--- config.mk ---
export PLATFORM = sky130hd
export DESIGN_NAME = sbct_div
export DESIGN_NICKNAME = d
export VERILOG_FILES = /design/src/hw/rtl/swept_box_collision_time_macros.svh /design/src/hw/rtl/sbct_pkg.sv /design/src/hw/rtl/sbct_div.sv
export SDC_FILE = /design/constraint.sdc
export NUM_CORES = 2
export LEC_CHECK = 0
export BUFFER_PORTS_ARGS = -buffer_cell sky130_fd_sc_hd__buf_2
export CELL_PAD_IN_SITES_DETAIL_PLACEMENT = 1
export CELL_PAD_IN_SITES_GLOBAL_PLACEMENT = 1
export CORE_MARGIN = 2
export CORE_UTILIZATION = 45
export DETAILED_ROUTE_END_ITERATION = 10
export HOLD_SLACK_MARGIN = 0.12
export PLACE_DENSITY = 0.72
export SYNTH_ARGS = -nofsm -noshare
export SYNTH_HDL_FRONTEND = slang
export SYNTH_SLANG_ARGS = --single-unit
--- constraint.sdc ---
create_clock -name clk -period 14.4 [get_ports clk]
set_clock_uncertainty 0.1 [all_clocks]
set_input_delay 2.88 -clock clk [delete_from_list [all_inputs] [get_ports clk]]
set_output_delay 2.88 -clock clk [all_outputs]
set_load 0.02 [all_outputs]
--- src/hw/rtl/swept_box_collision_time_macros.svh ---
// Assertion macros used by the swept box collision top level.
`ifndef SWEPT_BOX_COLLISION_TIME_MACROS_SVH
`define SWEPT_BOX_COLLISION_TIME_MACROS_SVH

// Same-cycle implication, disabled during reset.
`define SBCT_ASSERT_NOW(label, clk, rst_n, ante, cons, msg) \
  label: assert property (@(posedge clk) disable iff (!rst_n) (ante) |-> (cons)) \
    else $error(msg);

// Next-cycle implication, disabled during reset.
`define SBCT_ASSERT_NEXT(label, clk, rst_n, ante, cons, msg) \
  label: assert property (@(posedge clk) disable iff (!rst_n) (ante) |=> (cons)) \
    else $error(msg);

`endif

--- src/hw/rtl/sbct_pkg.sv ---
// Shared types and constants for the swept box collision pipeline.
`default_nettype none
package sbct_pkg;
  localparam int TIME_FRAC_BITS = 16;
  localparam int NAXES = 3;
  localparam int CW = 32;
  localparam int GW = CW + 1;
  localparam int QW = TIME_FRAC_BITS + 1;
  localparam int TW = TIME_FRAC_BITS + 2;
  localparam int FRONT_STAGES = 3;
  localparam int NV = FRONT_STAGES + QW;

  localparam logic [TW-1:0] T_CAP = {2'b10, {TIME_FRAC_BITS{1'b0}}};
  localparam logic [QW-1:0] T_ONE = {1'b1, {TIME_FRAC_BITS{1'b0}}};

  typedef enum logic [2:0] {
    CFG_MOTION_X = 3'd0,
    CFG_MOTION_Y = 3'd1,
    CFG_MOTION_Z = 3'd2,
    CFG_GAP_TOL  = 3'd3,
    CFG_TIME_EPS = 3'd4
  } cfg_idx_t;

  typedef logic signed [CW-1:0] coord_t;
  typedef logic signed [GW-1:0] gap_t;
  typedef logic [GW-1:0] mag_t;
  typedef logic [CW-1:0] den_t;
  typedef logic [QW-1:0] quot_t;

  typedef struct packed {
    logic miss;
    logic active;
    logic ex_neg;
    logic ex_big;
  } lane_flags_t;
endpackage
`default_nettype wire

--- src/hw/rtl/sbct_div.sv ---
// Pipelined restoring divider pair for one axis, one quotient bit per stage.
`default_nettype none
module sbct_div (
  input  wire logic                  clk,
  input  wire logic                  en,
  input  wire sbct_pkg::mag_t        num_ent_i,
  input  wire sbct_pkg::mag_t        num_ext_i,
  input  wire sbct_pkg::den_t        den_i,
  input  wire sbct_pkg::lane_flags_t flags_i,
  output sbct_pkg::quot_t            q_ent_o,
  output sbct_pkg::quot_t            q_ext_o,
  output sbct_pkg::lane_flags_t      flags_o
);
  sbct_pkg::den_t        rem_ent_r [sbct_pkg::QW];
  sbct_pkg::den_t        rem_ext_r [sbct_pkg::QW];
  sbct_pkg::quot_t       q_ent_r [sbct_pkg::QW];
  sbct_pkg::quot_t       q_ext_r [sbct_pkg::QW];
  sbct_pkg::lane_flags_t flags_r [sbct_pkg::QW];

  // Compare-subtract: returns {quotient bit, new remainder}.
  function automatic logic [sbct_pkg::GW-1:0] div_step(input sbct_pkg::mag_t t,
                                                       input sbct_pkg::den_t d);
    sbct_pkg::mag_t dd;
    sbct_pkg::mag_t diff;
    dd = {1'b0, d};
    diff = t - dd;
    if (t >= dd) begin
      return {1'b1, diff[sbct_pkg::CW-1:0]};
    end
    return {1'b0, t[sbct_pkg::CW-1:0]};
  endfunction

  for (genvar k = 0; k < sbct_pkg::QW; k++) begin : g_stage
    sbct_pkg::mag_t         t_ent;
    sbct_pkg::mag_t         t_ext;
    logic [sbct_pkg::GW-1:0] st_ent;
    logic [sbct_pkg::GW-1:0] st_ext;
    sbct_pkg::quot_t        q_ent_prev;
    sbct_pkg::quot_t        q_ext_prev;
    sbct_pkg::lane_flags_t  flags_prev;

    if (k == 0) begin : g_first
      // Integer bit: dividend is below twice the divisor.
      assign t_ent      = num_ent_i;
      assign t_ext      = num_ext_i;
      assign q_ent_prev = '0;
      assign q_ext_prev = '0;
      assign flags_prev = flags_i;
    end else begin : g_next
      assign t_ent      = {rem_ent_r[k-1], 1'b0};
      assign t_ext      = {rem_ext_r[k-1], 1'b0};
      assign q_ent_prev = q_ent_r[k-1];
      assign q_ext_prev = q_ext_r[k-1];
      assign flags_prev = flags_r[k-1];
    end

    assign st_ent = div_step(t_ent, den_i);
    assign st_ext = div_step(t_ext, den_i);

    always_ff @(posedge clk) begin
      if (en) begin
        rem_ent_r[k] <= st_ent[sbct_pkg::CW-1:0];
        rem_ext_r[k] <= st_ext[sbct_pkg::CW-1:0];
        q_ent_r[k]   <= {q_ent_prev[sbct_pkg::QW-2:0], st_ent[sbct_pkg::CW]};
        q_ext_r[k]   <= {q_ext_prev[sbct_pkg::QW-2:0], st_ext[sbct_pkg::CW]};
        flags_r[k]   <= flags_prev;
      end
    end
  end

  assign q_ent_o = q_ent_r[sbct_pkg::QW-1];
  assign q_ext_o = q_ext_r[sbct_pkg::QW-1];
  assign flags_o = flags_r[sbct_pkg::QW-1];
endmodule
`default_nettype wire

# Word level (Yosys, flattened, before mapping)
# Memories as Yosys holds them, arrays and structs flattened.
# Index checks and enable logic that the tools add are counted.
[classes]
muxes = 104
add_sub_neg = 34
order_cmp = 34
[ops]
columns = ["cell", "count"]
rows = [
  ["$mux W33", 68],
  ["$ge A33 B32 Y1", 34],
  ["$sub A32 B32 Y32", 34],
  ["$mux W1", 36],
]
[totals]
input_bits = 104
n_memories = 5
ram_bits = 1734
elab_cells = 177
output_inout_bits = 38
ff_bits = 0
[mem_list]
columns = ["memory", "words", "width", "rd", "rd_ports_with_merged_regs", "wr", "line", "text"]
rows = [
  ["rem_ent_r", 17, 32, 16, 0, 17, "sbct_div.sv:14", "sbct_pkg::den_t rem_ent_r [sbct_pkg::QW];"],
  ["rem_ext_r", 17, 32, 16, 0, 17, "sbct_div.sv:15", "sbct_pkg::den_t rem_ext_r [sbct_pkg::QW];"],
  ["q_ent_r", 17, 17, 17, 0, 17, "sbct_div.sv:16", "sbct_pkg::quot_t q_ent_r [sbct_pkg::QW];"],
  ["q_ext_r", 17, 17, 17, 0, 17, "sbct_div.sv:17", "sbct_pkg::quot_t q_ext_r [sbct_pkg::QW];"],
  ["flags_r", 17, 4, 17, 0, 17, "sbct_div.sv:18", "sbct_pkg::lane_flags_t flags_r [sbct_pkg::QW];"],
]

# Depth between registers and ports, before layout
# An unclocked memory read counts as a cell.
[logic_depth]
word_depth = 4
mapped_depth = 15
depth_no_buf = 13

# Least setup slack after synthesis
# OpenSTA, ideal clock, no wires.
[synth_path]
kind = "input -> register"
from = "input port den_i[10]"
to = "memory rem_ent_r[0][421] (netlist name) (data pin)"
path_slack_ps = 7462
required_ps = 14040
path_buffers = 1
setup_time_ps = 260
arrival_time_ps = 6579
stages = 13
path_cell_list = "inv_1 > ha_1 > and3_1 > a221oi_1 > o21ai_0 > a31oi_1 > o31ai_1 > a221o_1 > a41oi_2 > o41ai_1 > a2111oi_4 > buf_4 > mux2_2"
[synth_lines]
columns = ["element", "line", "text"]
rows = [
  ["start, declared", "sbct_div.sv:8", "input wire sbct_pkg::den_t den_i,"],
  ["end, declared", "sbct_div.sv:14", ""],
]

==> flow_metrics.tcl <==
set metrics [dict create \
    firstDrtPassIters 5 \
    ant_nets 0 \
    postLayoutSetupSlackWorst_ns 6.69 \
    postCtsHoldBufs 0 \
    place_ws_ns 5.87 \
    cts_root_buf "clkbuf_16" \
    yosys.area.top_type "edfxtp_1" \
    cpMostUsedCell "buf_4" \
    cp_slowest_cell "inv_2" \
    switching_share_pct 42.0 \
    synth_seq_cells 1398 \
    cts_max_level 4 \
    ir_drop_mv 0.117 \
    fp-row-count 177 \
    cp_data_required_time_ns 14.89 \
    grt_max_degree 192 \
    period_needed_ns 7.71 \
    path_clk_slew_ns 0.06 \
    io_pins 142 \
    syn_area_sq_um 106000 \
    wl_per_cell_um 23.9 \
    yosys_warnings 0 \
    switchingPower_uw 12100 \
    worst_pin_slew_ns 1.29 \
    numCtsBuffers 172 \
    cts_tree "built" \
    worstSetupStartpointType "primary input" \
    die_y_um 489 \
    reg2reg_slack_ns 9.20 \
    grt_setup_unrepaired "false" \
    drive_gt1_share_pct 10.0 \
    die_x_um 489 \
    clk_latency_ns 0.85 \
    clock_sinks 1398 \
    sequentialPowerShare_pct 28.9 \
    portBuffers 141 \
    cp.arrival_ns 8.20 \
    power_density_nw_per_um2 248 \
    synth_compound_area_share_pct 20.0 \
    area_growth_pct 9.74 \
    drt-total-wl_um 334000 \
    mostFrequentLayoutCells "1398 x edfxtp_1, 1086 x ha_1, 904 x a21oi_1" \
    hpwl_um 248000 \
    die_area_sq_um 239000 \
    crit_path_max_incr_delay_ns 0.59 \
    fin_nets 11904 \
    vias 84571 \
    track_usage_pct 27.4 \
    ys_async_sr_fraction_pct 0 \
    synth_top_area_share_pct 39.7 \
    antenna_found_initial 13 \
    synth_mux_area_share_pct 5.34 \
    clkPwrFrac_pct 15.5 \
    grt_pass1_wl_um 514000 \
    final_common_cell "edfxtp_1" \
    synth_fp_nets 11745 \
    synthAdderAreaFrac_pct 13.5 \
    cts_resized 0 \
    drc 0 \
    grt_pass1_vias 87703 \
    hold_path_class "register to register" \
    clockBufferDepth 3 \
    power.share.combinational_pct 55.5 \
    setup_viol 0 \
    synth_top_family_by_area "compound AO/OA/AOI/OAI gates" \
    crit_chain "buf_4 > inv_2 > buf_4 > ha_1 > nor2b_1 > o21a_1 > o21ai_1 > a21oi_1 > a221oi_1 > nor4b_1 > o311ai_1 > a21oi_1 > o21a_1 > buf_4 > mux2_2" \
    worstSetupPathType "primary input to register" \
    synth_ff_type "edfxtp_1" \
    crit_fanout 33 \
    clock.fmax_ghz 0.130 \
    core_sq_um 233000 \
    synth_cell_types 94 \
    finalHoldViolCount 0 \
    via_per_inst 6.06 \
    syn_inst 10523 \
    yosys.area_share.simple_pct 12.7 \
    first_iter_violations 5195 \
    synthTopCellsByArea "edfxtp_1 40%, ha_1 13%, mux2_2 4.8%" \
    status "finished, final reports clean" \
    power.internal_uw 16700 \
    fin_setup_tns_ns 0 \
    gp_congestion 0.924 \
    synth_edf_count 1398 \
    maxSlewHeadroom_pct 14.2 \
    fillers 25774 \
    post-route-period-util_pct 53.5 \
    maxCapViolations 0 \
    end_kind "register" \
    yosysSeqAreaShare_pct 39.7 \
    slew_violations 0 \
    leakagePower_uw 0.0464 \
    grt_remaining_overflow 0 \
    synth.avg_cell_area_sq_um 10.1 \
    synthXorXnorAreaFrac_pct 6.67 \
    cts_setup_buffers 0 \
    start_util_pct 45.4 \
]
## power by group through the flow
stage	logic, uW	registers (uW)	clock network [uW]
finish	16000	8340	4480
global route	17800	8450	4730
CTS	15900	8340	4590
detailed placement	15800	8400	0
global placement	15200	8380	0
floorplan	12300	7610	0
## stage by stage
| step | util, % | hold WS, ns | cell area, sq um | std cells | total power [uW] |
|---|---|---|---|---|---|
| final | 49.8 | 0.312 | 116000 | 13956 | 28800 |
| after global placement | 47.3 | 0.301 | 110000 | 13640 | 23500 |
| after floorplan | - | 0.300 | 106000 | 10523 | 19900 |
| after CTS | 49.8 | 0.312 | 116000 | 13954 | 28900 |
| after detailed placement | 47.3 | 0.305 | 110000 | 13640 | 24200 |
| after global routing | 49.8 | 0.320 | 116000 | 13955 | 30900 |
## metal layers
layer  up-vias  global-route usage [%]  share of wire [%]
met4         6                    11.3                4.5
li1      40299                       -                  -
met1     42040                    34.4                 43
met2      1628                    47.7                 49
met5         -                       0              0.012
met3       598                    3.16                3.6
## state kept, by name, summed over array words and instances, names as in the netlist
name	cells
flags_r	68
rem_ext_r	512
q_ent_r	153
rem_ent_r	512
q_ext_r	153
## kinds of logic after synthesis
kind of cell	Yosys count
AOI/OAI and AO/OA	3342
and+or+nand+nor	2774
DFF	1398
adders and majority gates	1118
xor gates and xnor gates	806
buffers and inverters	580
muxes	505
## cell type report
type	count	area (sq um)	area share [%]
Clock inverter	109	1260	1.09
Sequential cell	1398	42000	36.2
Inverter	326	1250	1.08
Clock buffer	205	4470	3.85
Antenna cell	2	5.00	0.00431
Tap cell	3132	3920	3.38
Multi-Input combinational cell	8545	61700	53.1
Timing Repair Buffer	239	1540	1.32
## path summary, 6_finish.rpt
kind | from | end | cells past startpoint
worst min-delay path | flags_r[0][16] | flags_r[0][20] | 0
worst max register to register | rem_ent_r[0][36] | rem_ent_r[0][68] | 10
worst max-delay path | den_i[1] | rem_ent_r[0][223] | 15
worst min register to register | flags_r[0][16] | flags_r[0][20] | 0
## synth_stat cells, types with 22 or more instances
cell type	number
nor4_1	42
a21oi_1	905
nor2_1	635
a21o_1	474
and4_1	29
a31o_2	22
edfxtp_1	1398
nor3_1	186
ha_1	1086
or2_2	55
mux2_1	26
clkbuf_1	191
o211ai_1	44
o21bai_1	114
mux2i_1	31
and2_1	58
a211o_1	39
nand4_1	126
fa_1	32
mux2_2	448
a31oi_1	125
a311oi_1	28
a221oi_1	30
o31a_1	34
a21boi_0	31
nor2b_1	165
buf_2	32
or3_1	55
o31ai_1	113
xnor2_1	480
inv_1	324
nand2b_1	176
a211oi_1	86
xor2_1	326
and3_1	97
nand3_1	203
nand2_1	853
o21ai_0	857
o21a_1	195
## worst max-delay path, delay by kind of cell
family          cells  cell delay (ns)
fa+ha+maj           1             0.33
compound gates      7             2.05
simple gates        2             0.70
mux                 1             0.41
buf+inv             4             1.77
Power figures use the tool's default switching activity.
