File: config.mk
export PLATFORM = sky130hd
export DESIGN_NAME = sbct_front
export DESIGN_NICKNAME = d
export VERILOG_FILES = /design/src/hw/rtl/swept_box_collision_time_macros.svh /design/src/hw/rtl/sbct_pkg.sv /design/src/hw/rtl/sbct_front.sv
export SDC_FILE = /design/constraint.sdc
export NUM_CORES = 2
export LEC_CHECK = 0
export ABC_AREA = 0
export BUFFER_PORTS_ARGS = -buffer_cell sky130_fd_sc_hd__buf_4
export CELL_PAD_IN_SITES_DETAIL_PLACEMENT = 0
export CELL_PAD_IN_SITES_GLOBAL_PLACEMENT = 1
export CORE_MARGIN = 2
export CORE_UTILIZATION = 31
export CTS_CLUSTER_DIAMETER = 120
export DETAILED_ROUTE_END_ITERATION = 7
export GPL_TIMING_DRIVEN = 0
export PLACE_DENSITY = 0.67
export REMOVE_ABC_BUFFERS = 1
export SLEW_MARGIN = 15
export SYNTH_ARGS = -nofsm -noshare
export SYNTH_HDL_FRONTEND = slang
export SYNTH_SLANG_ARGS = --single-unit
File: constraint.sdc
create_clock -name clk -period 8.2 [get_ports clk]
set_clock_uncertainty 0.05 [all_clocks]
set_input_delay 1.23 -clock clk [delete_from_list [all_inputs] [get_ports clk]]
set_output_delay 1.23 -clock clk [all_outputs]
set_load 0.01 [all_outputs]
File: src/hw/rtl/swept_box_collision_time_macros.svh
// Assertion macros used by the swept box collision top level.
`ifndef SWEPT_BOX_COLLISION_TIME_MACROS_SVH
`define SWEPT_BOX_COLLISION_TIME_MACROS_SVH

// Same-cycle implication, disabled during reset.
`define SBCT_ASSERT_NOW(label, clk, rst_n, ante, cons, msg) \
  label: assert property (@(posedge clk) disable iff (!rst_n) (ante) |-> (cons)) \
    else $error(msg);

// Next-cycle implication, disabled during reset.
`define SBCT_ASSERT_NEXT(label, clk, rst_n, ante, cons, msg) \
  label: assert property (@(posedge clk) disable iff (!rst_n) (ante) |=> (cons)) \
    else $error(msg);

`endif

File: src/hw/rtl/sbct_pkg.sv
// Shared types and constants for the swept box collision pipeline.
`default_nettype none
package sbct_pkg;
  localparam int TIME_FRAC_BITS = 16;
  localparam int NAXES = 3;
  localparam int CW = 32;
  localparam int GW = CW + 1;
  localparam int QW = TIME_FRAC_BITS + 1;
  localparam int TW = TIME_FRAC_BITS + 2;
  localparam int FRONT_STAGES = 3;
  localparam int NV = FRONT_STAGES + QW;

  localparam logic [TW-1:0] T_CAP = {2'b10, {TIME_FRAC_BITS{1'b0}}};
  localparam logic [QW-1:0] T_ONE = {1'b1, {TIME_FRAC_BITS{1'b0}}};

  typedef enum logic [2:0] {
    CFG_MOTION_X = 3'd0,
    CFG_MOTION_Y = 3'd1,
    CFG_MOTION_Z = 3'd2,
    CFG_GAP_TOL  = 3'd3,
    CFG_TIME_EPS = 3'd4
  } cfg_idx_t;

  typedef logic signed [CW-1:0] coord_t;
  typedef logic signed [GW-1:0] gap_t;
  typedef logic [GW-1:0] mag_t;
  typedef logic [CW-1:0] den_t;
  typedef logic [QW-1:0] quot_t;

  typedef struct packed {
    logic miss;
    logic active;
    logic ex_neg;
    logic ex_big;
  } lane_flags_t;
endpackage
`default_nettype wire

File: src/hw/rtl/sbct_front.sv
// Front stages: gaps, magnitudes and per-axis qualification.
`default_nettype none
module sbct_front (
  input  wire logic                   clk,
  input  wire logic                   en,
  input  wire sbct_pkg::coord_t       mlo [sbct_pkg::NAXES],
  input  wire sbct_pkg::coord_t       mhi [sbct_pkg::NAXES],
  input  wire sbct_pkg::coord_t       blo [sbct_pkg::NAXES],
  input  wire sbct_pkg::coord_t       bhi [sbct_pkg::NAXES],
  input  wire sbct_pkg::coord_t       motion [sbct_pkg::NAXES],
  input  wire sbct_pkg::den_t         den [sbct_pkg::NAXES],
  input  wire logic [11:0]            gap_tol,
  output sbct_pkg::lane_flags_t       flags_o [sbct_pkg::NAXES],
  output sbct_pkg::mag_t              num_ent_o [sbct_pkg::NAXES],
  output sbct_pkg::mag_t              num_ext_o [sbct_pkg::NAXES]
);
  sbct_pkg::gap_t        eg_nxt [sbct_pkg::NAXES];
  sbct_pkg::gap_t        xg_nxt [sbct_pkg::NAXES];
  logic                  ovl_nxt [sbct_pkg::NAXES];
  sbct_pkg::gap_t        s1_eg_r [sbct_pkg::NAXES];
  sbct_pkg::gap_t        s1_xg_r [sbct_pkg::NAXES];
  logic                  s1_mvz_r [sbct_pkg::NAXES];
  logic                  s1_mvn_r [sbct_pkg::NAXES];
  logic                  s1_ovl_r [sbct_pkg::NAXES];
  sbct_pkg::mag_t        s2_egm_r [sbct_pkg::NAXES];
  sbct_pkg::mag_t        s2_xgm_r [sbct_pkg::NAXES];
  logic                  s2_egn_r [sbct_pkg::NAXES];
  logic                  s2_xgn_r [sbct_pkg::NAXES];
  logic                  s2_mvz_r [sbct_pkg::NAXES];
  logic                  s2_mvn_r [sbct_pkg::NAXES];
  logic                  s2_ovl_r [sbct_pkg::NAXES];
  sbct_pkg::lane_flags_t flags_nxt [sbct_pkg::NAXES];
  sbct_pkg::mag_t        ent_nxt [sbct_pkg::NAXES];
  sbct_pkg::mag_t        ext_nxt [sbct_pkg::NAXES];
  sbct_pkg::lane_flags_t flags_r [sbct_pkg::NAXES];
  sbct_pkg::mag_t        ent_r [sbct_pkg::NAXES];
  sbct_pkg::mag_t        ext_r [sbct_pkg::NAXES];

  // Stage 1: entry and exit gaps by direction of motion.
  always_comb begin
    for (int i = 0; i < sbct_pkg::NAXES; i++) begin
      ovl_nxt[i] = (mhi[i] <= blo[i]) || (bhi[i] <= mlo[i]);
      if (motion[i][sbct_pkg::CW-1]) begin
        eg_nxt[i] = sbct_pkg::GW'(bhi[i]) - sbct_pkg::GW'(mlo[i]);
        xg_nxt[i] = sbct_pkg::GW'(blo[i]) - sbct_pkg::GW'(mhi[i]);
      end else begin
        eg_nxt[i] = sbct_pkg::GW'(blo[i]) - sbct_pkg::GW'(mhi[i]);
        xg_nxt[i] = sbct_pkg::GW'(bhi[i]) - sbct_pkg::GW'(mlo[i]);
      end
    end
  end

  // Stage 3: tolerance, direction and range checks.
  always_comb begin
    logic eg_zero;
    logic skip;
    for (int i = 0; i < sbct_pkg::NAXES; i++) begin
      eg_zero = (s2_egm_r[i] < sbct_pkg::GW'(gap_tol)) || (s2_egm_r[i] == '0);
      skip = !eg_zero && (s2_egn_r[i] != s2_mvn_r[i]);
      flags_nxt[i].active = !s2_mvz_r[i] && !skip;
      flags_nxt[i].miss = s2_mvz_r[i] ? s2_ovl_r[i]
                        : (!skip && !eg_zero && (s2_egm_r[i] > {1'b0, den[i]}));
      flags_nxt[i].ex_neg = (s2_xgm_r[i] != '0) && (s2_xgn_r[i] != s2_mvn_r[i]);
      flags_nxt[i].ex_big = s2_xgm_r[i] >= {den[i], 1'b0};
      ent_nxt[i] = (eg_zero || flags_nxt[i].miss) ? '0 : s2_egm_r[i];
      ext_nxt[i] = (flags_nxt[i].ex_neg || flags_nxt[i].ex_big) ? '0 : s2_xgm_r[i];
    end
  end

  always_ff @(posedge clk) begin
    if (en) begin
      for (int i = 0; i < sbct_pkg::NAXES; i++) begin
        s1_eg_r[i]  <= eg_nxt[i];
        s1_xg_r[i]  <= xg_nxt[i];
        s1_mvz_r[i] <= (motion[i] == '0);
        s1_mvn_r[i] <= motion[i][sbct_pkg::CW-1];
        s1_ovl_r[i] <= ovl_nxt[i];
        // Stage 2: magnitudes and signs.
        s2_egm_r[i] <= s1_eg_r[i][sbct_pkg::GW-1] ? (~$unsigned(s1_eg_r[i]) + sbct_pkg::GW'(1))
                                                  : $unsigned(s1_eg_r[i]);
        s2_xgm_r[i] <= s1_xg_r[i][sbct_pkg::GW-1] ? (~$unsigned(s1_xg_r[i]) + sbct_pkg::GW'(1))
                                                  : $unsigned(s1_xg_r[i]);
        s2_egn_r[i] <= s1_eg_r[i][sbct_pkg::GW-1];
        s2_xgn_r[i] <= s1_xg_r[i][sbct_pkg::GW-1];
        s2_mvz_r[i] <= s1_mvz_r[i];
        s2_mvn_r[i] <= s1_mvn_r[i];
        s2_ovl_r[i] <= s1_ovl_r[i];
        flags_r[i]  <= flags_nxt[i];
        ent_r[i]    <= ent_nxt[i];
        ext_r[i]    <= ext_nxt[i];
      end
    end
  end

  assign flags_o   = flags_r;
  assign num_ent_o = ent_r;
  assign num_ext_o = ext_r;
endmodule
`default_nettype wire

== Word-level counts from Yosys, hierarchy flattened ==
Memories as Yosys holds them, arrays and structs flattened.
Index checks and enable logic that the tools add are counted.
W data, S select, Z words.
Cells by class
  $add $sub $neg: 12
  magnitude comparators: 15
  reductions and logical operators: 45
  mux-type cells: 17
  equal/unequal tests: 6
  bitwise logic cells: 6
Operators by type and width (count)
  $mux W33: 12
  $add A33 B1 Y33 const B: 6
  $not A33 Y33: 6
  $sub A32 B32 Y33: 6
  $le A32 B32 Y1: 6
  $ge A33 B33 Y1: 3
  $gt A33 B32 Y1: 3
  $logic_not A33 Y1: 3
  $lt A33 B12 Y1: 3
  $reduce_bool A33 Y1: 3
  $logic_not A32 Y1: 3
  $logic_and A1 B1 Y1: 15
  $logic_or A1 B1 Y1: 12
  $logic_not A1 Y1: 9
  $ne A1 B1 Y1: 6
  $mux W1: 5
Word-level totals
  memories: 12
  bits in writable memories: 420
  register bits after elaboration: 210
  logic and storage cells: 131
  input port bits: 590
Memory list
  s1_eg_r: words 3, bits a word 33, rd ports 3, clocked after Yosys merged registers in 0, wr ports 3, RTL line sbct_front.sv:20  | sbct_pkg::gap_t s1_eg_r [sbct_pkg::NAXES];
  s1_xg_r: words 3, bits a word 33, rd ports 3, clocked after Yosys merged registers in 0, wr ports 3, RTL line sbct_front.sv:21  | sbct_pkg::gap_t s1_xg_r [sbct_pkg::NAXES];
  s2_egm_r: words 3, bits a word 33, rd ports 3, clocked after Yosys merged registers in 0, wr ports 3, RTL line sbct_front.sv:25  | sbct_pkg::mag_t s2_egm_r [sbct_pkg::NAXES];
  s2_xgm_r: words 3, bits a word 33, rd ports 3, clocked after Yosys merged registers in 0, wr ports 3, RTL line sbct_front.sv:26  | sbct_pkg::mag_t s2_xgm_r [sbct_pkg::NAXES];
  s1_mvn_r: words 3, bits a word 1, rd ports 3, clocked after Yosys merged registers in 0, wr ports 3, RTL line sbct_front.sv:23  | logic s1_mvn_r [sbct_pkg::NAXES];
  s1_mvz_r: words 3, bits a word 1, rd ports 3, clocked after Yosys merged registers in 0, wr ports 3, RTL line sbct_front.sv:22  | logic s1_mvz_r [sbct_pkg::NAXES];
  6 more memories

== Longest topological paths before layout ==
  word-level depth: 9
  mapped depth: 12
  mapped depth without buffers: 12

== Worst setup path after synthesis ==
No wires, ideal clock.
  path kind: input to register
  start point: input port mlo[18] (netlist bit)
  end point: memory s1_xg_r[0][97] (netlist bit) (data pin)
  data required time: 7.890 ns
  setup time: 0.260 ns
  buffers on the path: 1
  path slack: 4.336 ns
  arrival: 3.554 ns
  stages on the path: 12
  cell sequence: inv_1 ha_1 clkbuf_1 and3_1 nand2_1 or3_1 a211oi_1 o21ai_0 a21oi_1 a211oi_1 xnor2_1 mux2_2
RTL lines
  start, declared: RTL line sbct_front.sv:6  | input wire sbct_pkg::coord_t mlo [sbct_pkg::NAXES],
  end, declared: RTL line sbct_front.sv:21

==> flow_metrics.env <==
export IMPL_arrival_ps=4820
export IMPL_period_needed_ps=4478
export IMPL_setup_worst_path_class="input port to flip-flop"
export IMPL_worstPathRequired_ps=8540
export IMPL_drc=0
export IMPL_cts_resized=0
export IMPL_dieHeight_um=378.8
export IMPL_power_leakage_nw=23.42
export IMPL_vias_per_cell=5.095
export IMPL_dpl_hpwl_um=132100
export IMPL_r2r_end="num_ent_o[16]"
export IMPL_start_kind="input port"
export IMPL_clock_latency_ps=670
export IMPL_clk_pin_slew_ps=60
export IMPL_ff2ff_path_depth=10
export IMPL_cts_tree="built"
export IMPL_synth_compound_area_share_pct=15.10
export IMPL_tightest_slew_ps=1169
export IMPL_synth_edff_count=630
export IMPL_synthMuxAreaShare_pct=3.488
export IMPL_antenna_found_initial=11
export IMPL_timing_final_ws_setup_ps=3722
export IMPL_yosysUniqueCellTypes=79
export IMPL_syn_area_per_cell_sq_um=10.33
export IMPL_cpPeakStageDelay_ps=990
export IMPL_path_max_fanout=4
export IMPL_dr_pass1_iters=6
export IMPL_area_growth_pct=24.29
export IMPL_ant_nets=0
export IMPL_synth_xor_area_share_pct=7.059
export IMPL_cpMostUsedCell="a21o_1"
export IMPL_fin_nets=6008
export IMPL_grt_max_degree=108
export IMPL_cts_max_level=3
export IMPL_end_kind="flip-flop"
export IMPL_rsz0062_at_grt="false"
export IMPL_synth_cells=4216
export IMPL_ff2ff_setup_slack_ps=4030
export IMPL_hold_violations=0
export IMPL_internal_power_mw=7.570
export IMPL_r2r_start="s2_egm_r[0][68]"
export IMPL_die_area_sq_um=143500
export IMPL_start_util_pct=31.21
export IMPL_vdd_drop_max_mv=0.1286
export IMPL_drt_iter0_markers=2648
export IMPL_ios=800
export IMPL_clockPowerShare_pct=28.8
export IMPL_drt_wl_total_um=158000
export IMPL_core_sq_um=139500
export IMPL_cts_buffers=73
export IMPL_crit_end="s1_xg_r[0][92]"
export IMPL_drt_wirelength_per_cell_um=22.82
export IMPL_seq_power_share_pct=43.1
export IMPL_ctsHoldBuffers=0
export IMPL_drive_gt1_share_pct=21.25
export IMPL_switching_share_pct=32.52
export IMPL_hp_class="flip-flop to flip-flop"
export IMPL_vias=35275
export IMPL_cpMaxStageDelayCell="a2111oi_0"
export IMPL_p_sw_mw=3.648
export IMPL_cts_path_max_buffers=3
export IMPL_hold_ws_ps=368.4
export IMPL_power_density_nw_per_um2=207.2
export IMPL_setup_worst_path_start="mlo[0]"
export IMPL_synth_ff_type="edfxtp_1"
export IMPL_post_dp_cell_area_sq_um=51770
export IMPL_grt_pass1_vias=34724
export IMPL_period_share_pct=54.60
export IMPL_status="complete, no violations"
export IMPL_synthSimpleGateAreaFrac_pct=14.30
export IMPL_grt_pass1_wl_um=224800
export IMPL_pwr_share_comb_pct=28.1
export IMPL_die_width_um=378.8
export IMPL_finish_instance_area_sq_um=54130
export IMPL_ys_ff_latch=630
export IMPL_root_buffer="clkbuf_16"
export IMPL_final_util_pct=38.79
export IMPL_syn_area_sq_um=43550
export IMPL_port_buffers=799
export IMPL_cap_violations=0
export IMPL_gp_congestion=0.9042
export IMPL_yosys_warnings=0
export IMPL_post_place_ws_ps=3167
export IMPL_num_rows=137
export IMPL_final_cell_mix="buf_4 (803), edfxtp_1 (630), ha_1 (423), inv_1 (367), nand2_1 (285)"
export IMPL_finalSetupViolations=0
export IMPL_relSlewSlack_pct=20.08
export IMPL_clock_sinks=630
export IMPL_post_cts_buffers=0
export IMPL_max_freq_mhz=223.3
export IMPL_drv_slew=0
export IMPL_grt_total_usage_pct=21.19
export IMPL_path_cells="buf_4 > ha_1 > fa_1 > nand2b_1 > a21o_1 > a21o_1 > a2111oi_0 > o21a_1 > a31oi_1 > xnor2_1 > nand2_1 > o31ai_1"
export IMPL_synth_top_family_by_area="compound AO/OA/AOI/OAI gates"
export IMPL_ys_seq_area_share_pct=43.44
export IMPL_synthAdderAreaFrac_pct=12.43
export IMPL_synthArstFlopShare_pct=0
export IMPL_grt_ovfl_total=0
export IMPL_final_common_cell="buf_4"
export IMPL_setup_tns_ps=0
-- synthesized netlist by cell type, types with 31 or more instances --
master	number	share of area [%]
mux2_2	102	2.6
clkbuf_1	102	0.88
ha_1	423	12
inv_1	368	3.2
nor4_1	89	1.3
or4_1	31	0.53
mux2i_1	37	0.85
xnor2_1	271	5.5
xor2_1	80	1.6
nor2b_1	34	0.49
edfxtp_1	630	43
nand4_1	73	1.0
o21a_1	44	0.76
o31ai_1	63	1.1
nand2b_1	32	0.46
and3_1	33	0.47
or3_1	36	0.52
nor2_1	188	1.6
o21ai_0	206	2.4
nand3_1	98	1.1
a21oi_1	225	2.6
nand2_1	285	2.5
o41ai_1	32	0.64
nor3_1	44	0.51
a31oi_1	39	0.56
a21o_1	213	3.7
and2_1	175	2.5
-- layer usage --
| layer | GRT usage [%] | vias up | wire (um) |
|---|---|---|---|
| met5 | 0 | - | 21 |
| met4 | 7.203 | 4 | 4547 |
| met3 | 3.520 | 189 | 9914 |
| met2 | 35.33 | 1083 | 75060 |
| met1 | 27.73 | 16844 | 68430 |
| li1 | - | 17155 | - |
-- how the worst min path moves through the flow --
stage	depth (start not counted)	from	to	slack [ps]
finish	0	s1_ovl_r[0][0]	s2_ovl_r[0][0]	370
global placement	0	s1_mvn_r[0][0]	s2_mvn_r[0][0]	350
global route	0	s1_mvn_r[0][1]	s2_mvn_r[0][1]	370
floorplan	0	s1_mvn_r[0][0]	s2_mvn_r[0][0]	350
CTS	0	s1_ovl_r[0][0]	s2_ovl_r[0][0]	370
detailed placement	0	s1_mvn_r[0][0]	s2_mvn_r[0][0]	360
-- final cells by class --
type                    count  area [sq um]
diodes                      7         17.52
clock buffers              83          1864
clock inverters            44         469.2
fillers                 13903         85400
inverters                 370          1389
multi-input cells        3101         22880
flip-flops and latches    630         18920
well taps                1876          2347
repair buffers            813          6243
-- critical path, delay by kind of cell --
family | cells | cell delay [ps]
AO/OA/AOI/OAI | 6 | 2060
adder cells (fa/ha/maj) | 2 | 690
XOR/XNOR | 1 | 440
AND/OR/NAND/NOR | 2 | 290
buffers and inverters | 1 | 110
-- logic make-up (layout without fill, tap and decap cells) --
kind of cell	after synthesis	count (layout)
AND/OR/NAND/NOR	1183	1183
flip-flops	630	630
buffers and inverters	485	1310
multiplexers	139	139
adder cells (fa/ha/maj)	429	429
other	0	7
AO/OA/AOI/OAI	999	999
XOR/XNOR	351	351
-- registers in the layout, summed over array words and instances, names as in the netlist --
name / count
s2_xgn_r: 3
s2_egn_r: 3
num_ent_o: 99
s2_ovl_r: 3
s2_egm_r: 99
s2_xgm_r: 99
s1_ovl_r: 3
s1_mvz_r: 3
s2_mvz_r: 3
s1_mvn_r: 3
flags_o: 12
num_ext_o: 99
s1_eg_r: 99
s2_mvn_r: 3
s1_xg_r: 99
-- metrics by stage --
step,power (mW),std cells
after floorplan,6.489,4101
after global placement,8.019,6776
after detailed placement,8.041,6790
after CTS,11.32,6917
after global routing,11.81,6923
final,11.22,6924
-- power groups by stage --
stage	Combinational (mW)	Clock [mW]	Sequential, mW
after floorplan	1.82	0	4.67
after global placement	3.10	0	4.92
after detailed placement	3.15	0	4.89
after CTS	3.17	3.32	4.83
after global routing	3.49	3.43	4.88
final	3.15	3.24	4.83
Power figures use the tool's default switching activity.
