==> src/hw/rtl/swept_box_collision_time_macros.svh <==
// Assertion macros used by the swept box collision top level.
`ifndef SWEPT_BOX_COLLISION_TIME_MACROS_SVH
`define SWEPT_BOX_COLLISION_TIME_MACROS_SVH

// Same-cycle implication, disabled during reset.
`define SBCT_ASSERT_NOW(label, clk, rst_n, ante, cons, msg) \
  label: assert property (@(posedge clk) disable iff (!rst_n) (ante) |-> (cons)) \
    else $error(msg);

// Next-cycle implication, disabled during reset.
`define SBCT_ASSERT_NEXT(label, clk, rst_n, ante, cons, msg) \
  label: assert property (@(posedge clk) disable iff (!rst_n) (ante) |=> (cons)) \
    else $error(msg);

`endif

==> src/hw/rtl/sbct_pkg.sv <==
// Shared types and constants for the swept box collision pipeline.
`default_nettype none
package sbct_pkg;
  localparam int TIME_FRAC_BITS = 16;
  localparam int NAXES = 3;
  localparam int CW = 32;
  localparam int GW = CW + 1;
  localparam int QW = TIME_FRAC_BITS + 1;
  localparam int TW = TIME_FRAC_BITS + 2;
  localparam int FRONT_STAGES = 3;
  localparam int NV = FRONT_STAGES + QW;

  localparam logic [TW-1:0] T_CAP = {2'b10, {TIME_FRAC_BITS{1'b0}}};
  localparam logic [QW-1:0] T_ONE = {1'b1, {TIME_FRAC_BITS{1'b0}}};

  typedef enum logic [2:0] {
    CFG_MOTION_X = 3'd0,
    CFG_MOTION_Y = 3'd1,
    CFG_MOTION_Z = 3'd2,
    CFG_GAP_TOL  = 3'd3,
    CFG_TIME_EPS = 3'd4
  } cfg_idx_t;

  typedef logic signed [CW-1:0] coord_t;
  typedef logic signed [GW-1:0] gap_t;
  typedef logic [GW-1:0] mag_t;
  typedef logic [CW-1:0] den_t;
  typedef logic [QW-1:0] quot_t;

  typedef struct packed {
    logic miss;
    logic active;
    logic ex_neg;
    logic ex_big;
  } lane_flags_t;
endpackage
`default_nettype wire

==> src/hw/rtl/sbct_back.sv <==
// Back stages: pick latest entry and earliest exit, then decide the hit.
`default_nettype none
module sbct_back (
  input  wire logic                  clk,
  input  wire logic                  rst_n,
  input  wire logic                  en,
  input  wire logic                  valid_i,
  input  wire sbct_pkg::quot_t       q_ent [sbct_pkg::NAXES],
  input  wire sbct_pkg::quot_t       q_ext [sbct_pkg::NAXES],
  input  wire sbct_pkg::lane_flags_t flags [sbct_pkg::NAXES],
  input  wire logic [15:0]           time_eps,
  output logic                       valid_o,
  output logic                       hit_o,
  output logic [sbct_pkg::QW-1:0]    entry_time_o,
  output logic [1:0]                 normal_axis_o
);
  logic                      has_nxt;
  logic                      bad_nxt;
  sbct_pkg::quot_t           best_nxt;
  logic [1:0]                axis_nxt;
  logic [sbct_pkg::TW-1:0]   least_nxt;
  logic                      b1_valid_r;
  logic                      b1_has_r;
  logic                      b1_bad_r;
  sbct_pkg::quot_t           b1_best_r;
  logic [1:0]                b1_axis_r;
  logic [sbct_pkg::TW-1:0]   b1_least_r;
  logic                      hit_nxt;
  logic                      valid_r;
  logic                      hit_r;
  sbct_pkg::quot_t           time_r;
  logic [1:0]                axis_r;

  always_comb begin
    logic [sbct_pkg::TW-1:0] ext_v;
    has_nxt   = 1'b0;
    bad_nxt   = 1'b0;
    best_nxt  = '0;
    axis_nxt  = '0;
    least_nxt = sbct_pkg::T_CAP;
    for (int i = 0; i < sbct_pkg::NAXES; i++) begin
      ext_v = flags[i].ex_big ? sbct_pkg::T_CAP : {1'b0, q_ext[i]};
      if (flags[i].miss) begin
        bad_nxt = 1'b1;
      end
      if (flags[i].active) begin
        if (flags[i].ex_neg) begin
          bad_nxt = 1'b1;
        end
        // Ties keep the earlier axis.
        if (!has_nxt || (q_ent[i] > best_nxt)) begin
          best_nxt = q_ent[i];
          axis_nxt = 2'(i);
        end
        has_nxt = 1'b1;
        if (ext_v < least_nxt) begin
          least_nxt = ext_v;
        end
      end
    end
  end

  assign hit_nxt = !b1_bad_r && b1_has_r && ({1'b0, b1_best_r} <= b1_least_r);

  always_ff @(posedge clk) begin
    if (!rst_n) begin
      b1_valid_r <= 1'b0;
      valid_r    <= 1'b0;
    end else if (en) begin
      b1_valid_r <= valid_i;
      valid_r    <= b1_valid_r;
    end
  end

  always_ff @(posedge clk) begin
    if (en) begin
      b1_has_r   <= has_nxt;
      b1_bad_r   <= bad_nxt;
      b1_best_r  <= best_nxt;
      b1_axis_r  <= axis_nxt;
      b1_least_r <= least_nxt;
      hit_r      <= hit_nxt;
      // Drop near-zero entry times, and the time of a miss, to zero.
      time_r     <= (!hit_nxt || (b1_best_r < sbct_pkg::QW'(time_eps))) ? '0 : b1_best_r;
      axis_r     <= hit_nxt ? b1_axis_r : 2'd0;
    end
  end

  assign valid_o       = valid_r;
  assign hit_o         = hit_r;
  assign entry_time_o  = time_r;
  assign normal_axis_o = axis_r;
endmodule
`default_nettype wire

==> config.mk <==
export PLATFORM = sky130hd
export DESIGN_NAME = sbct_back
export DESIGN_NICKNAME = d
export VERILOG_FILES = /design/src/hw/rtl/swept_box_collision_time_macros.svh /design/src/hw/rtl/sbct_pkg.sv /design/src/hw/rtl/sbct_back.sv
export SDC_FILE = /design/constraint.sdc
export NUM_CORES = 1
export LEC_CHECK = 0
export BUFFER_PORTS_ARGS = -buffer_cell sky130_fd_sc_hd__buf_2
export CAP_MARGIN = 20
export CORE_ASPECT_RATIO = 0.6
export CORE_MARGIN = 5
export CORE_UTILIZATION = 39
export CTS_CLUSTER_SIZE = 20
export DETAILED_ROUTE_END_ITERATION = 10
export PLACE_DENSITY = 0.74
export SETUP_SLACK_MARGIN = 0.15
export SYNTH_ARGS = -nofsm -noshare
export SYNTH_HDL_FRONTEND = slang
export SYNTH_SLANG_ARGS = --single-unit
==> constraint.sdc <==
create_clock -name clk -period 6.5 [get_ports clk]
set_input_delay 0.325 -clock clk [delete_from_list [all_inputs] [get_ports clk]]
set_output_delay 0.325 -clock clk [all_outputs]
set_load 0.05 [all_outputs]
Word-level counts from Yosys, hierarchy flattened
Cells that the tools add are included.
{"block": "totals", "reg_bits": 61, "inputBits": 134, "out_inout_bits": 21, "wordCells": 55}
{"block": "op_classes", "n_lt_le_gt_ge": 7, "n_mux": 29, "reduce_logical": 9}
{"op": "two-way mux 18 bit", "n": 9}
{"op": "two-way mux 17 bit", "n": 5}
{"op": "< comparator 18 bit", "n": 2}
{"op": "> comparator 17 bit", "n": 2}
{"op": "<= comparator 17 x 18 -> 1 bit", "n": 1}
{"op": "< comparator 18 bit (second input constant)", "n": 1}
{"op": "< comparator 17 x 16 -> 1 bit", "n": 1}
{"op": "two-way mux 1 bit", "n": 13}
{"op": "zero test 1 bit", "n": 4}
{"op": "two-way mux 2 bit", "n": 2}
{"op": "logical OR 1 bit", "n": 3}
{"op": "logical AND 1 bit", "n": 2}

Logic depth before layout (Yosys ltp)
Gate-level depths: netlist (run 1).
{"block": "logic_depth", "ltp_word": 10, "depth_mapped": 22, "ltp_nobuf": 18}

Least setup slack after synthesis (run 1)
OpenSTA, ideal clock, no wires.
{"block": "synth_timing", "path_type": "input-to-reg", "from": "input flags[10] (netlist bit)", "to": "register b1_least_r[16] (netlist bit), data pin", "setup_ps": 265, "arrival_ps": 4580, "required_ps": 6235, "slack_ps": 1654, "cell_stages": 22, "n_path_buf": 5, "cell_sequence": "inv_1 -> nor2_1 -> clkbuf_1 -> clkbuf_1 -> nand2_1 -> ha_1 -> a211oi_1 -> o211a_1 -> a21boi_2 -> nand3_2 -> buf_6 -> buf_6 -> a31oi_1 -> ha_1 -> a21o_1 -> a21o_1 -> a221oi_1 -> o2111ai_2 -> a31oi_4 -> nor2_8 -> buf_12 -> mux2i_1"}
{"block": "synth_between", "elab_chain_len": 7}
{"element": "start: declaration", "line_no": "sbct_back.sv:10", "source": "input wire sbct_pkg::lane_flags_t flags [sbct_pkg::NAXES],"}
{"element": "two-way mux 18 bit *", "line_no": "sbct_back.sv:46", "source": "if (flags[i].active) begin"}
{"element": "< comparator 18 bit", "line_no": "sbct_back.sv:56", "source": "if (ext_v < least_nxt) begin"}
{"element": "two-way mux 18 bit", "line_no": "sbct_back.sv:56"}
{"element": "two-way mux 18 bit *", "line_no": "sbct_back.sv:46"}
{"element": "< comparator 18 bit", "line_no": "sbct_back.sv:56"}
{"element": "two-way mux 18 bit", "line_no": "sbct_back.sv:56"}
{"element": "two-way mux 18 bit *", "line_no": "sbct_back.sv:46"}
{"element": "via least_nxt, one bit", "line_no": "sbct_back.sv:21", "source": "logic [sbct_pkg::TW-1:0] least_nxt;"}
{"element": "end signal: assignment", "line_no": "sbct_back.sv:81", "source": "b1_least_r <= least_nxt;"}
{"element": "end: declaration", "line_no": "sbct_back.sv:27", "source": "logic [sbct_pkg::TW-1:0] b1_least_r;"}
The timed path passes the listed nets; every way through them passes the cells marked *.
A chain may end at the register's enable or synchronous reset.

Worst setup path in the final report (run 1)
{"block": "layout_timing", "from": "input flags[10] (netlist bit)", "to": "register b1_least_r[6] (netlist bit), data pin"}
Same word-level chain as after synthesis.

==> metrics.csv, run 1 <==
stage;metric;value;unit
layout;drive_gt1_frac;0.286;
grt;grt_pass1_wl;25500;um
route;drt_iter0_drc;295;
timing;setup_violations;0;
route;firstDrtPassIters;7;
route;ant_nets;0;
placed_design;dp_hpwl;13700;um
cts;clock_latency;0.33;ns
floorplanning;die_y;105;um
worst_setup_path;cp.arrival;5.33;ns
layout;final-seq-area;1810;um2
grt;antenna_found_initial;3;
timing;finalMaxSlewViolations;0;
floorplanning;coreArea;14600;um2
worst_setup_path;crit_fanout;36;
floorplanning;die_x;168;um
layout;multi_input_area;3720;um2
synth;synth.distinct_cells;62;
timing;rsz0062_at_grt;false;
run_status;status;completed;
power_and_ir_drop;power.density;208;nW/um2
synth;synth_edf_count;59;
floorplanning;pin_count;155;
route;wl_per_cell;16.9;um
synth;synth-warning-count;0;
layout;nets;996;
cts;htreeDepth;3;
synth;synthAdderAreaFrac;0.213;
timing;fin_crit;5.27;ns
timing;fmax;190;MHz
synth;synth-compound-area-share;0.186;
run;cap_viol_max_count;0;
hold_path;hp-class;input port to flop;
grt;grt_max_degree;62;
cts;tritoncts;yes;
floorplanning;start_util;0.402;
cts;cts.sinks;61;
placed_design;io_buffers;154;
grt;grt_pass1_vias;4838;
synth;async_reset_ff_frac;0;
power_and_ir_drop;irDropWorstVdd;0.129;mV
cts;cts_buffers;9;
synth;synth_top_area_cell;edfxtp_1;
worst_setup_path;slowest_delay;0.60;ns
timing;fin_hold_ws;0.228;ns
worst_setup_path;startpoint_type;input port;
synth;synth_cells;610;
timing;min_period_over_period;0.810;
placed_design;place_congestion;0.914;
timing;fin_tns_setup;0;ns
worst_setup_path;path_class;input port to flop;
synth;seq_area_frac_synth;0.308;
layout;area_growth;21.2;%
layout;antenna_cells;0;
worst_setup_path;critPathCaptureType;flop;
synth;ys.flop_type;edfxtp_1;
synth;synth-simple-area-share;0.199;
worst_setup_path;worstPathBufferInverterCount;3;
cts;clockBufferDepth;2;
synth;synth_xor_area_frac;0;
worst_setup_path;path_delay_family;compound AO/OA/AOI/OAI gates;
cts;cts_hold_buf;0;
synth;synthMuxAreaShare;0.0343;
grt;grt_overflow;0;
synth;yosys-top-cells-area;edfxtp_1, ha_1, inv_1;
timing;fin_skew;0.00550;ns
grt;grtUsageTotal;0.181;
timing;worst_slew_pin_slew;0.955;ns
synth;ys_ff_latch;61;
cts;postCtsSetupBuffers;0;
synth;synth_top_family_by_area;adder cells;
worst_setup_path;cp.required;6.56;ns
synth;synth_nets;844;
timing;slew_headroom;0.361;
cts;postCtsResizedCells;0;
route;vias;4992;
synth;synth_top_area_share;0.301;
worst_setup_path;crit_path_top_delay_cell;nand3_2;
route;routed_wl;16300;um
worst_setup_path;crit_path_cell_trace;buf_2 > inv_1 > nor2_2 > buf_4 > nand2_1 > ha_1 > a21oi_1 > o21ai_0 > o2111ai_2 > nand3_2 > a31oi_1 > ha_1 > a21o_1 > a21o_1 > a221oi_1 > o2111ai_2 > a31oi_4 > nor2_8 > mux2i_1;
route;post_drt_via_cell_ratio;5.17;
route;drcViolationCount;0;
floorplanning;row_count;34;
floorplanning;dieArea;17700;um2
synth;synth.avg_cell_area;9.64;um2
cts;path_clk_slew;0.05;ns
cts;clock-root-buffer;clkbuf_16;
timing;hold_viol;0;
layout;nFillCells;1386;
synth;netlist_area;5880;um2
power_and_ir_drop;p_leak;3.36;nW
per-layer routing:
metal / global-route usage / up-vias / share of wire
met1: 0.293 / 2238 / 0.55
met5: 0 / - / 0.0017
met3: 0.0502 / 15 / 0.067
met2: 0.240 / 171 / 0.38
li1: - / 2562 / -
met4: 0.0261 / 6 / 0.0050
kinds of logic after synthesis:
group | after synthesis
compound gates | 143
simple gates | 206
mux | 20
buf+inv | 80
fa+ha+maj | 100
flops | 61
cell type report:
type,count,share of cell area
clock inverter,6,0.00896
tap,198,0.0348
timing repair buffer,163,0.118
clock buffer,10,0.0321
sequential,61,0.254
inverter,58,0.0306
multi-input combinational,469,0.522
synthesized netlist by cell type, drive strengths merged (3+ instances only):
library cell,instances
nand2,53
nor2b,33
buf,11
nand4,12
a21oi,38
ha,100
a211oi,6
nor3,7
a21o,15
o21ai,19
edfxtp,59
nor3b,16
o211ai,4
a2111oi,3
nand2b,24
nor2,34
clkbuf,11
o21a,5
a31oi,20
o2111ai,3
mux2i,19
a32oi,17
inv,58
and4,3
nand3,7
and2b,9
sequential cells by signal (all words and copies together), names as in the netlist:
name and cells:
b1_least_r 18, b1_best_r 17, entry_time_o 17, b1_axis_r 2, normal_axis_o 2, b1_bad_r 1, b1_has_r 1, b1_valid_r 1
hit_o 1, valid_o 1
per-stage QoR:
step            util  instances  worst slack [ns]  area [um2]  total power [mW]
2_1_floorplan      -        610              1.65        5880             0.864
6_report       0.487        965              1.23        7130              1.48
4_1_cts        0.487        965              1.31        7130              1.49
5_1_grt        0.487        965             0.783        7130              1.58
3_5_place_dp   0.467        949             0.940        6830              1.02
3_3_place_gp   0.467        949              1.11        6830              1.01
layout by cell type, fill, tap and decap left out, drive strengths merged, types with 16 or more instances in the layout:
cell type and n:
ha 100, nor2b 33, a32oi 17, nand2 53, mux2i 19, nor2 34, nand2b 24, edfxtp 59
buf 163, inv 58, nor3b 16, o21ai 19, a21oi 38, a31oi 20
report_power, final:
part / internal [mW] / switching (mW) / leakage (nW)
Clock: 0.296 / 0.171 / 0.138
Combinational: 0.203 / 0.296 / 2.62
Sequential: 0.491 / 0.0283 / 0.606
path summary, 6_finish.rpt:
check	slack, ns	end	startpoint	cells past startpoint
worst max-delay path	1.23	b1_least_r[6]	flags[10]	19
worst min-delay path	0.23	b1_valid_r	rst_n	2
worst max register to register	3.92	entry_time_o[1]	b1_best_r[10]	8
worst min register to register	0.52	valid_o	valid_o	2
Note: power is estimated with default switching activity, not from simulation.
==> run 2, diff against run 1 <==
==> constraint.sdc (replaced) <==
create_clock -name clk -period 5 [get_ports clk]
set_input_delay 0.25 -clock clk [delete_from_list [all_inputs] [get_ports clk]]
set_output_delay 0.25 -clock clk [all_outputs]
set_load 0.05 [all_outputs]
==> run 2 against run 1 <==
Count of clock-buffer cells in the layout unchanged. Non-clock buffer count up 5. Critical endpoint is now b1_best_r[8]. Clock skew decreased by 0.00076 ns. Power is 29% higher. Cell area is 0.76% higher. Register-to-register slack lost 1.6 ns. Core utilization is 0.37 points higher. Combinational power grew 31%. Via count rose by 0.88%. Largest cell class unchanged. Global-route usage shrank 0.39 points.
==> metrics.csv, run 2 (same netlist as run 1, synthesis figures left out) <==
stage;metric;value;unit
placed_design;place_congestion;0.909;
grt;grtUsageTotal;0.178;
route;wl_per_cell;16.7;um
route;ant_nets;0;
worst_setup_path;cp.arrival;4.66;ns
route;routed_wl;16200;um
worst_setup_path;critPathCaptureType;flop;
worst_setup_path;crit_path_top_delay_cell;nor3_1;
route;drcViolationCount;0;
timing;slew_headroom;0.442;
grt;grt_pass1_wl;25200;um
cts;clockBufferDepth;2;
timing;min_period_over_period;0.908;
layout;layout_commonest_cell;buf_2;
run_status;status;completed;
grt;grt_pass1_vias;4862;
layout;area_growth;22.1;%
layout;final_cell_mix;buf_2, ha_1, edfxtp_1;
layout;final_util;0.491;
timing;setup_slack;0.461;ns
placed_design;io_buffers;154;
route;firstDrtPassIters;5;
cts;cts_buffers;9;
cts;path_clk_slew;0.05;ns
timing;finalMaxSlewViolations;0;
power_and_ir_drop;irDropWorstVdd;0.197;mV
layout;max_flop_register;b1_least_r;
floorplanning;die_x;168;um
power_and_ir_drop;p_leak;3.39;nW
run;cap_viol_max_count;0;
timing;rsz0062_at_grt;false;
grt;antenna_found_initial;1;
placed_design;dp_slack;-0.130;ns
layout;largest_reg_flops;18;
layout;drive_gt1_frac;0.288;
floorplanning;dieArea;17700;um2
route;post_drt_via_cell_ratio;5.19;
hold_path;hp-class;input port to flop;
placed_design;dp_hpwl;13500;um
floorplanning;start_util;0.402;
worst_setup_path;cp.required;5.12;ns
grt;grt_max_degree;62;
worst_setup_path;critPathMostFrequentCell;buf_4;
worst_setup_path;crit_path_cell_trace;buf_2 > buf_4 > nand2_1 > ha_1 > nand4_1 > nor3_1 > o31ai_1 > a31oi_1 > o211ai_2 > buf_4 > a32oi_2 > ha_1 > nor2b_1 > o21ai_0 > a31oi_1 > o211ai_1 > buf_4 > nor2_1 > a21oi_1;
layout;antenna_cells;0;
grt;grt_overflow;0;
cts;cts_hold_buf;0;
layout;nets;1001;
floorplanning;coreArea;14600;um2
timing;fin_skew;0.00475;ns
floorplanning;pin_count;155;
route;drt_iter0_drc;350;
timing;worst_slew_pin_slew;0.826;ns
timing;fmax;220;MHz
cts;htreeDepth;3;
cts;tritoncts;yes;
timing;setup_violations;0;
power_and_ir_drop;fin_total_pwr;1.92;mW
floorplanning;die_y;105;um
worst_setup_path;startpoint_type;input port;
cts;clock_latency;0.33;ns
worst_setup_path;crit_fanout;38;
cts;cts.sinks;61;
worst_setup_path;slowest_delay;0.37;ns
power_and_ir_drop;power.density;267;nW/um2
cts;clock-root-buffer;clkbuf_16;
timing;hold_viol;0;
worst_setup_path;path_class;input port to flop;
timing;fin_crit;4.54;ns
floorplanning;row_count;34;
route;vias;5036;
run 2: cell count changes in the layout (fill, tap and decap cells not counted), sizes merged:
cell      previous run  this run
clkinvlp             2         1
clkinv               3         4
buf                163       168
run 2: layout make-up:
cell class	instances	area (um2)
fillers	1405	7450
multi-input cells	469	3730
flip-flops and latches	61	1810
repair buffers	168	888
well taps	198	248
clock buffers	10	229
inverters	58	218
clock inverters	6	53.8
run 2: worst paths after layout:
path / depth (start not counted) / start / endpoint / slack, ns
worst max-delay path: 19 / flags[10] / b1_best_r[8] / 0.46
worst min-delay path: 2 / rst_n / valid_o / 0.15
worst max register to register: 8 / b1_best_r[1] / entry_time_o[10] / 2.28
worst min register to register: 2 / b1_valid_r / b1_valid_r / 0.53
run 2: worst max-delay path: cells and delay by family:
kind                     cells  cell delay, ns
AO/OA/AOI/OAI                8            1.92
buffers and inverters        4            1.05
adder cells (fa/ha/maj)      2            0.61
AND/OR/NAND/NOR              5            0.80
run 2: where the power goes:
group | internal, mW | leakage, nW | switching [mW] | total [mW]
combinational | 0.273 | 2.65 | 0.382 | 0.655
clock | 0.379 | 0.135 | 0.209 | 0.588
sequential | 0.638 | 0.606 | 0.0378 | 0.676
run 2: per-layer routing:
| layer | track usage | wire, um | up-vias |
|---|---|---|---|
| met5 | 0 | 13 | - |
| met4 | 0.0214 | 101 | 2 |
| met3 | 0.0460 | 1240 | 13 |
| met2 | 0.244 | 6270 | 198 |
| met1 | 0.282 | 8550 | 2254 |
| li1 | - | - | 2569 |
run 2: stage by stage:
step                hold WS [ns]  instance area, um2  setup TNS (ns)  std cells
floorplan                  0.362                5880               0        610
global placement           0.481                6870          -0.558        952
detailed placement         0.476                6870          -0.703        952
CTS                        0.143                7150               0        968
global route               0.152                7180               0        970
finish                     0.153                7180               0        970
run 2: repair_timing:
action | 4_1_cts | 5_1_grt
hold endpoints to repair | 0 | 0
resized for setup | 0 | 3
buffers inserted | 0 | 2
setup endpoints to repair | 0 | 36
